File: src/rtl/cdaa_pkg.sv
// Shared types and codes for the dynamic address allocator.
// No dependencies; used by cdaa_cmp_unit and chiplet_dynamic_address_allocator.
`timescale 1ns / 1ps
package cdaa_pkg;

    localparam logic OP_READ  = 1'b0;
    localparam logic OP_WRITE = 1'b1;

    localparam logic [1:0] ST_OK     = 2'd0;
    localparam logic [1:0] ST_OOM    = 2'd1;
    localparam logic [1:0] ST_FULL   = 2'd2;
    localparam logic [1:0] ST_NOPEND = 2'd3;

    localparam logic [1:0] CFG_RAM_KIB = 2'd0;
    localparam logic [1:0] CFG_FLIT_PB = 2'd1;

    localparam logic [21:0] RAM_KIB_RST = 22'd1024;
    localparam logic [8:0]  FLIT_PB_RST = 9'd32;

    // one table entry against the current scan context
    typedef struct packed {
        logic        vld;
        logic [31:0] start;
        logic [31:0] key;
        logic [31:0] base;
        logic [31:0] last;
        logic        have;
        logic        pick_vld;
        logic [31:0] pick_start;
    } t_cmp_req;

    typedef struct packed {
        logic cand;
        logic hit;
        logic empty;
    } t_cmp_rsp;

endpackage

File: src/rtl/cdaa_cmp_unit.sv
// Shared compare unit: classifies one table entry per cycle.
// Depends on cdaa_pkg.
`timescale 1ns / 1ps
module cdaa_cmp_unit (
    input  cdaa_pkg::t_cmp_req i_req,
    output cdaa_pkg::t_cmp_rsp o_rsp
);
    always_comb begin
        // first-fit candidate: lowest start above the last visited one
        o_rsp.cand  = i_req.vld && (i_req.start >= i_req.base)
                      && (!i_req.have || (i_req.start > i_req.last))
                      && (!i_req.pick_vld || (i_req.start < i_req.pick_start));
        o_rsp.hit   = i_req.vld && (i_req.start == i_req.key);
        o_rsp.empty = !i_req.vld;
    end
endmodule

File: src/rtl/chiplet_dynamic_address_allocator.sv
// Top level of the dynamic address allocator: sequencer, range and pending tables.
// Depends on cdaa_pkg and cdaa_cmp_unit.
`timescale 1ns / 1ps
// One transaction is taken when i_start is high while o_busy is low; its result
// appears on o_out_address, o_out_dest_node and o_status for exactly one cycle,
// marked by o_done, and must be captured then since the receiver cannot stall.
// A single compare unit visits one table entry per cycle. Fixed-address writes
// go straight to the result (on-chip flit-marked ones are placed). Reads make one
// free scan of the range table; later flits scan the pending table. A dynamic
// placement scans the range table once per range stepped over in the first-fit
// walk and once more, then for a slot; an off-chip first flit also scans the pending table.
// No clearing pass is needed after reset: valid bits reset at once.
module chiplet_dynamic_address_allocator #(
    parameter int RANGE_ENTRIES   = 32,
    parameter int PENDING_ENTRIES = 16
) (
    input  logic        i_clk,
    input  logic        i_rst_n,
    input  logic        i_cfg_we,
    input  logic [1:0]  i_cfg_index,
    input  logic [21:0] i_cfg_wdata,
    input  logic        i_start,
    output logic        o_busy,
    input  logic        i_opcode,
    input  logic [31:0] i_req_address,
    input  logic [15:0] i_data_length,
    input  logic        i_source_valid,
    input  logic [7:0]  i_source_node,
    input  logic [7:0]  i_dest_node,
    input  logic        i_fixed_addr,
    input  logic        i_flit_valid,
    input  logic [7:0]  i_flit_index,
    input  logic [8:0]  i_flit_total,
    input  logic [15:0] i_request_tag,
    output logic        o_done,
    output logic [31:0] o_out_address,
    output logic [7:0]  o_out_dest_node,
    output logic [1:0]  o_status
);
    localparam int RW = (RANGE_ENTRIES > 1) ? $clog2(RANGE_ENTRIES) : 1;
    localparam int PW = (PENDING_ENTRIES > 1) ? $clog2(PENDING_ENTRIES) : 1;
    localparam logic [RW-1:0] R_LAST = RW'(RANGE_ENTRIES - 1);
    localparam logic [PW-1:0] P_LAST = PW'(PENDING_ENTRIES - 1);

    typedef enum logic [3:0] {
        S_IDLE, S_FREE, S_PICK, S_STEP, S_SLOT, S_WRITE,
        S_PEND, S_PWR, S_LOOK, S_LFIN, S_OUT
    } t_state;

    t_state r_state;

    // configuration
    logic [21:0] r_ram_kib;
    logic [8:0]  r_flit_pb;

    // tables
    logic [31:0] r_rstart [RANGE_ENTRIES];
    logic [31:0] r_rlen   [RANGE_ENTRIES];
    logic        r_rvalid [RANGE_ENTRIES];
    logic [15:0] r_ptag   [PENDING_ENTRIES];
    logic [31:0] r_pbase  [PENDING_ENTRIES];
    logic        r_pvalid [PENDING_ENTRIES];

    // transaction context
    logic [RW-1:0] r_idx, r_rmatch, r_rfree;
    logic          r_rmatch_v, r_rfree_v;
    logic [PW-1:0] r_pidx, r_pmatch, r_pfree;
    logic          r_pmatch_v, r_pfree_v;
    logic [31:0]   r_hit_base;
    logic [31:0]   r_key;
    logic [31:0]   r_base;
    logic [31:0]   r_limit;
    logic [33:0]   r_addr;
    logic [17:0]   r_size;
    logic [31:0]   r_last;
    logic          r_have;
    logic          r_pick_vld;
    logic [31:0]   r_pick_start;
    logic [31:0]   r_pick_len;
    logic          r_off_flit;
    logic [15:0]   r_tag;
    logic [16:0]   r_foff;
    logic          r_retire;
    logic [31:0]   r_out_addr;
    logic [7:0]    r_out_dst;
    logic [1:0]    r_out_st;

    // derived sizes
    logic [30:0] half;
    logic [31:0] offaddr;
    logic        onchip;
    logic        accept;
    logic        scan_pend;
    logic [33:0] addr_end;
    logic        rfull;
    logic [RW-1:0] rslot;
    logic [PW-1:0] pslot;
    logic        pfull;

    cdaa_pkg::t_cmp_req cmp_req;
    cdaa_pkg::t_cmp_rsp cmp_rsp;

    assign half      = {r_ram_kib, 9'b0};
    assign offaddr   = i_req_address + {1'b0, half};
    assign onchip    = !i_source_valid || (i_source_node == i_dest_node);
    assign accept    = i_start && (r_state == S_IDLE);
    assign scan_pend = (r_state == S_PEND) || (r_state == S_LOOK);
    assign addr_end  = r_addr + {16'b0, r_size};
    assign rfull     = !r_rmatch_v && !r_rfree_v;
    assign rslot     = r_rmatch_v ? r_rmatch : r_rfree;
    assign pfull     = !r_pmatch_v && !r_pfree_v;
    assign pslot     = r_pmatch_v ? r_pmatch : r_pfree;

    // feed the shared compare unit from whichever table is being walked
    always_comb begin
        cmp_req.base       = r_base;
        cmp_req.last       = r_last;
        cmp_req.have       = r_have;
        cmp_req.pick_vld   = r_pick_vld;
        cmp_req.pick_start = r_pick_start;
        if (scan_pend) begin
            cmp_req.vld   = r_pvalid[r_pidx];
            cmp_req.start = {16'b0, r_ptag[r_pidx]};
            cmp_req.key   = {16'b0, r_tag};
        end else begin
            cmp_req.vld   = r_rvalid[r_idx];
            cmp_req.start = r_rstart[r_idx];
            cmp_req.key   = r_key;
        end
    end

    cdaa_cmp_unit u_cmp (
        .i_req (cmp_req),
        .o_rsp (cmp_rsp)
    );

    // table payload: no reset, written only while the valid bit is set alongside
    always_ff @(posedge i_clk) begin
        if (r_state == S_WRITE && !rfull) begin
            r_rstart[rslot] <= r_key;
            r_rlen[rslot]   <= {14'b0, r_size};
        end
        if (r_state == S_PWR && !pfull) begin
            r_ptag[pslot]  <= r_tag;
            r_pbase[pslot] <= r_key;
        end
    end

    // sequencer, valid bits and registered result
    always_ff @(posedge i_clk) begin
        if (!i_rst_n) begin
            r_state   <= S_IDLE;
            r_ram_kib <= cdaa_pkg::RAM_KIB_RST;
            r_flit_pb <= cdaa_pkg::FLIT_PB_RST;
            for (int i = 0; i < RANGE_ENTRIES; i++) r_rvalid[i] <= 1'b0;
            for (int i = 0; i < PENDING_ENTRIES; i++) r_pvalid[i] <= 1'b0;
        end else begin
            if (i_cfg_we) begin
                case (i_cfg_index)
                    cdaa_pkg::CFG_RAM_KIB: r_ram_kib <= i_cfg_wdata;
                    cdaa_pkg::CFG_FLIT_PB: r_flit_pb <= i_cfg_wdata[8:0];
                    default: ;
                endcase
            end
            case (r_state)
                S_IDLE: begin
                    if (accept) begin
                        r_out_dst  <= i_dest_node;
                        r_out_st   <= cdaa_pkg::ST_OK;
                        r_out_addr <= i_req_address;
                        r_tag      <= i_request_tag;
                        r_idx      <= '0;
                        r_pidx     <= '0;
                        r_have     <= 1'b0;
                        r_pick_vld <= 1'b0;
                        r_rmatch_v <= 1'b0;
                        r_rfree_v  <= 1'b0;
                        r_pmatch_v <= 1'b0;
                        r_pfree_v  <= 1'b0;
                        r_foff     <= {9'b0, i_flit_index} * {8'b0, r_flit_pb};
                        r_retire   <= ({1'b0, i_flit_index} + 9'd1) == i_flit_total;
                        if (onchip) begin
                            r_base     <= '0;
                            r_limit    <= {1'b0, half};
                            r_addr     <= '0;
                            r_size     <= {2'b0, i_data_length};
                            r_off_flit <= 1'b0;
                            r_key      <= i_req_address;
                            if (i_opcode == cdaa_pkg::OP_READ) begin
                                r_state <= S_FREE;
                            end else if (i_flit_valid || !i_fixed_addr) begin
                                r_state <= S_PICK;
                            end else begin
                                r_state <= S_OUT;
                            end
                        end else begin
                            r_base     <= {1'b0, half};
                            r_limit    <= {half, 1'b0};
                            r_addr     <= {3'b0, half};
                            r_size     <= {9'b0, i_flit_total} * {9'b0, r_flit_pb};
                            r_off_flit <= 1'b1;
                            r_key      <= offaddr;
                            r_out_addr <= offaddr;
                            if (i_opcode == cdaa_pkg::OP_READ) begin
                                r_out_dst <= i_source_node;
                                r_state   <= S_FREE;
                            end else if (i_fixed_addr) begin
                                r_state <= S_OUT;
                            end else if (i_flit_index == 8'd0) begin
                                r_state <= S_PICK;
                            end else begin
                                r_state <= S_LOOK;
                            end
                        end
                    end
                end
                S_FREE: begin
                    // drop every range that starts at the key
                    if (cmp_rsp.hit) r_rvalid[r_idx] <= 1'b0;
                    r_idx <= r_idx + 1'b1;
                    if (r_idx == R_LAST) r_state <= S_OUT;
                end
                S_PICK: begin
                    if (cmp_rsp.cand) begin
                        r_pick_vld   <= 1'b1;
                        r_pick_start <= r_rstart[r_idx];
                        r_pick_len   <= r_rlen[r_idx];
                    end
                    r_idx <= r_idx + 1'b1;
                    if (r_idx == R_LAST) r_state <= S_STEP;
                end
                S_STEP: begin
                    r_idx <= '0;
                    if (!r_pick_vld || addr_end <= {2'b0, r_pick_start}) begin
                        r_key   <= r_addr[31:0];
                        r_state <= S_SLOT;
                    end else begin
                        // hop past the blocking range and rescan
                        r_addr     <= 34'({1'b0, r_pick_start} + {1'b0, r_pick_len});
                        r_last     <= r_pick_start;
                        r_have     <= 1'b1;
                        r_pick_vld <= 1'b0;
                        r_state    <= S_PICK;
                    end
                end
                S_SLOT: begin
                    if (cmp_rsp.hit && !r_rmatch_v) begin
                        r_rmatch_v <= 1'b1;
                        r_rmatch   <= r_idx;
                    end
                    if (cmp_rsp.empty && !r_rfree_v) begin
                        r_rfree_v <= 1'b1;
                        r_rfree   <= r_idx;
                    end
                    r_idx <= r_idx + 1'b1;
                    if (r_idx == R_LAST) r_state <= S_WRITE;
                end
                S_WRITE: begin
                    r_out_addr <= r_key;
                    if (rfull) begin
                        r_out_st <= cdaa_pkg::ST_FULL;
                    end else begin
                        r_rvalid[rslot] <= 1'b1;
                        r_out_st <= (addr_end > {2'b0, r_limit}) ? cdaa_pkg::ST_OOM
                                                                 : cdaa_pkg::ST_OK;
                    end
                    r_state <= r_off_flit ? S_PEND : S_OUT;
                end
                S_PEND: begin
                    if (cmp_rsp.hit && !r_pmatch_v) begin
                        r_pmatch_v <= 1'b1;
                        r_pmatch   <= r_pidx;
                    end
                    if (cmp_rsp.empty && !r_pfree_v) begin
                        r_pfree_v <= 1'b1;
                        r_pfree   <= r_pidx;
                    end
                    r_pidx <= r_pidx + 1'b1;
                    if (r_pidx == P_LAST) r_state <= S_PWR;
                end
                S_PWR: begin
                    if (pfull) r_out_st <= cdaa_pkg::ST_FULL;
                    else       r_pvalid[pslot] <= 1'b1;
                    r_state <= S_OUT;
                end
                S_LOOK: begin
                    if (cmp_rsp.hit && !r_pmatch_v) begin
                        r_pmatch_v <= 1'b1;
                        r_pmatch   <= r_pidx;
                        r_hit_base <= r_pbase[r_pidx];
                    end
                    r_pidx <= r_pidx + 1'b1;
                    if (r_pidx == P_LAST) r_state <= S_LFIN;
                end
                S_LFIN: begin
                    if (!r_pmatch_v) begin
                        r_out_st   <= cdaa_pkg::ST_NOPEND;
                        r_out_addr <= '0;
                    end else begin
                        r_out_addr <= r_hit_base + {15'b0, r_foff};
                        if (r_retire) r_pvalid[r_pmatch] <= 1'b0;
                    end
                    r_state <= S_OUT;
                end
                S_OUT: begin
                    r_state <= S_IDLE;
                end
                default: r_state <= S_IDLE;
            endcase
        end
    end

    assign o_busy          = (r_state != S_IDLE);
    assign o_done          = (r_state == S_OUT);
    assign o_out_address   = r_out_addr;
    assign o_out_dest_node = r_out_dst;
    assign o_status        = r_out_st;

    a_done_single: assert property (@(posedge i_clk) disable iff (!i_rst_n)
        o_done |=> !o_done && !o_busy)
        else $error("result strobe longer than one cycle");

    a_accept_busy: assert property (@(posedge i_clk) disable iff (!i_rst_n)
        i_start && !o_busy |=> o_busy)
        else $error("accepted transaction did not raise busy");

    a_nopend_zero: assert property (@(posedge i_clk) disable iff (!i_rst_n)
        o_done && o_status == cdaa_pkg::ST_NOPEND |-> o_out_address == 32'd0)
        else $error("missing pending entry must return address zero");

endmodule

File: config.mk
export PLATFORM = sky130hd
export DESIGN_NAME = chiplet_dynamic_address_allocator
export DESIGN_NICKNAME = d
export VERILOG_FILES = /design/src/rtl/cdaa_pkg.sv /design/src/rtl/cdaa_cmp_unit.sv /design/src/rtl/chiplet_dynamic_address_allocator.sv
export SDC_FILE = /design/constraint.sdc
export NUM_CORES = 2
export LEC_CHECK = 0
export BUFFER_PORTS_ARGS = -buffer_cell sky130_fd_sc_hd__buf_2
export CAP_MARGIN = 5
export CORE_MARGIN = 5
export CORE_UTILIZATION = 45
export CTS_CLUSTER_SIZE = 12
export DETAILED_ROUTE_END_ITERATION = 6
export SYNTH_ARGS = -nofsm -noshare
export SYNTH_HDL_FRONTEND = slang
export SYNTH_SLANG_ARGS = --single-unit
File: constraint.sdc
create_clock -name i_clk -period 21.9 [get_ports i_clk]
set_clock_uncertainty 0.05 [all_clocks]
set_input_delay 2.19 -clock i_clk [delete_from_list [all_inputs] [get_ports i_clk]]
set_output_delay 2.19 -clock i_clk [all_outputs]
set_load 0.01 [all_outputs]
==> metrics.yaml <==
path_cells: "buf_4 -> buf_12 -> buf_4 -> mux4_2 -> a22oi_1 -> nand4_1 -> and2_1 -> ha_1 -> nand4_1 -> nor3_1 -> nand2_1 -> nor3_1 -> or4b_2 -> o221ai_1 -> o31a_1 -> and4_2 -> buf_4"
maxCapViolations: 0
num-nets-final: 8355
synth_edf_count: 2719
setup_tns_ps: 0
power_density_nw_per_um2: 116
grt_start_max_net_pins: 124
seqPwrFrac_pct: 41.4
hpwl_mm: 221
swShare_pct: 32.6
cts_hold_buf: 0
die_h_um: 530
power.total_uw: 15900
grt-ovfl-total: 0
htree_levels: 5
critical_path.endpoint_type: "register"
hold_class: "register to register"
busiest_layer: "met2"
hold_violations: 0
cts_buffers: 313
ys_seq_area_share_pct: 68.7
die_area_um2: 281000
start_util_pct: 45.3
die_w_um: 530
vdd.ir_drop.worst_mv: 0.0861
crit_slowest_cell: "dfxtp_4"
drtIter0Drc: 9086
cts_setup_buffers: 0
clock_power_share_pct: 30.1
use_met3_pct: 5.05
cts_root_buf: "clkbuf_16"
worstSkewPairLatency_ps: 970
vias: 70900
synth_nets: 8029
final_max_slew_viol_count: 0
post_drt_wl_per_cell_um: 31.4
antenna_found_initial: 31
postSynthCellCount: 7509
cp-start-kind: "register"
slew_headroom_pct: 8.75
drive_above_1_share_pct: 15.6
groute.usage.overall_pct: 25.5
cts_tree: "built"
setup_violations: 0
antenna_left: 0
grt_pass1_wl_mm: 514
synthArstFlopShare_pct: 0
ys_ff_latch: 2811
grt_util_met1_pct: 36.4
synth_top_cell_area_share_pct: 67.2
first_global_vias: 69500
finalCritPeriodShare_pct: 35.3
leakagePower_uw: 0.0467
drc: 0
viasPerCell: 6.11
syn_area_um2: 122000
timing.hold.ws_ps: 448
wl_mm: 364
numPortBuffers: 172
synth_area_leaders: "edfxtp_1 (67%), mux4_2 (6.8%), mux2i_1 (4.3%)"
status: "finished, final reports clean"
combPwrFrac_pct: 28.6
numClockSinks: 2811
clockBufferDepth: 4
power.internal_uw: 10700
switchingPower_uw: 5170
ys_types: 83
core_um2: 268000
cp.arrival_ps: 8210
syn_avg_cell_area_um2: 16.2
cp_max_fo: 101
first_pass_iters: 7
critPathKind: "register to register"
ios: 173
ys_warn_count: 0
cp.required_ps: 22380
min_period_ps: 7730
area_growth_pct: 12.2
nFillCells: 21900
crit_top_cell: "buf_4"
slowest_delay_ps: 770
r2r.worst_path.cells: 17
tightest_slew_ps: 1370
rsz0062_at_grt: "no"
max_freq_mhz: 129
grt_util_met2_pct: 39.5
netlist.top_cell.by_area: "edfxtp_1"
row_count: 190
min_path_cells: 2
path_clk_slew_ps: 60
synth_top_flop_cell: "edfxtp_1"
gp_congestion: 0.960
cts_resized: 0
-- layer usage --
layer	wire, um	vias up
met5	96	-
met4	13000	18
met3	32000	670
met2	166000	3385
met1	152000	36800
li1	-	30000
-- cells in the mapped netlist (114+ instances only) --
| library cell | number |
|---|---|
| o21ai_0 | 288 |
| edfxtp_1 | 2719 |
| a21o_1 | 120 |
| ha_1 | 295 |
| clkbuf_1 | 239 |
| mux4_2 | 366 |
| nand2_1 | 527 |
| mux2i_1 | 516 |
| a21oi_1 | 203 |
| inv_1 | 294 |
| a22oi_1 | 189 |
| xnor2_1 | 114 |
| nor2_1 | 335 |
-- stage by stage --
stage / cells / utilization [%] / instance area, um2 / setup WS, ps
floorplan: 7509 / - / 122000 / 13250
global placement: 11100 / 47.4 / 127000 / 14390
detailed placement: 11100 / 47.4 / 127000 / 14280
CTS: 11600 / 50.8 / 136000 / 14260
global route: 11600 / 50.8 / 136000 / 13670
finish: 11600 / 50.8 / 136000 / 14170
-- layout by cell type, fill, tap and decap left out, types with 26 or more instances in the layout --
master     count
inv_1        294
xor2_1        65
mux2i_1      516
a21o_1       120
mux2_2        49
a221oi_1      41
clkbuf_16    317
dfxtp_1       85
nand4_1       60
mux4_2       366
o31ai_1       29
nor2_4        50
edfxtp_1    2719
o21ai_0      287
buf_2        172
nor2b_1       42
nor3_1        38
clkbuf_1      82
and2_1       110
o211ai_1      26
clkinv_1      63
nor2_1       282
ha_1         295
nand3_1      104
o21a_1        29
clkinv_2      29
fa_1          96
a21oi_1      200
nand2_1      525
and3_1        47
o221ai_1      70
a22oi_1      189
xnor2_1      114
buf_4        193
-- kinds of logic after synthesis --
| logic type | count (synthesis) | share of synthesized area [%] |
|---|---|---|
| xor+xnor | 179 | 1.29 |
| flops | 2811 | 68.7 |
| fa+ha+maj | 391 | 4.62 |
| simple gates | 1371 | 5.21 |
| compound gates | 1166 | 6.38 |
| mux | 936 | 11.6 |
| buf+inv | 655 | 2.19 |
-- final cells by class --
| cell class | instances | area [um2] | area share [%] |
|---|---|---|---|
| Clock inverter | 112 | 771 | 0.565 |
| Timing Repair Buffer | 369 | 2390 | 1.75 |
| Sequential cell | 2811 | 83500 | 61.2 |
| Clock buffer | 400 | 8250 | 6.05 |
| Antenna cell | 13 | 32.5 | 0.0239 |
| Multi-Input combinational cell | 4043 | 35900 | 26.3 |
| Inverter | 297 | 1110 | 0.817 |
| Tap cell | 3552 | 4440 | 3.26 |
-- flip-flops by register name, indices dropped and copies added, names as in the netlist, 33 cells and up, named ones only --
register  flops
r_addr       33
r_ptag      256
r_pbase     512
r_rlen      576
r_rstart   1024
-- power groups by stage --
stage	logic, uW	registers, uW	clock network [uW]
floorplan	2830	6640	0
global placement	4440	6660	0
detailed placement	4480	6670	0
CTS	4490	6560	4840
global route	4820	6580	5070
finish	4530	6560	4770
-- critical path, delay by kind of cell (launching register included) --
kind / cells / cell delay [ps]
simple gates: 8 / 2440
fa+ha+maj: 1 / 310
mux: 1 / 580
compound gates: 3 / 600
buf+inv: 4 / 2370
flops: 1 / 770
-- final timing paths --
kind | slack, ps | end | from
max | 14170 | r_pick_start[24] | register
min | 450 | r_pvalid[6] | r_pvalid[6]
max reg2reg | 14170 | r_pick_start[24] | register
min reg2reg | 450 | r_pvalid[6] | r_pvalid[6]
Power figures use the tool's default switching activity.
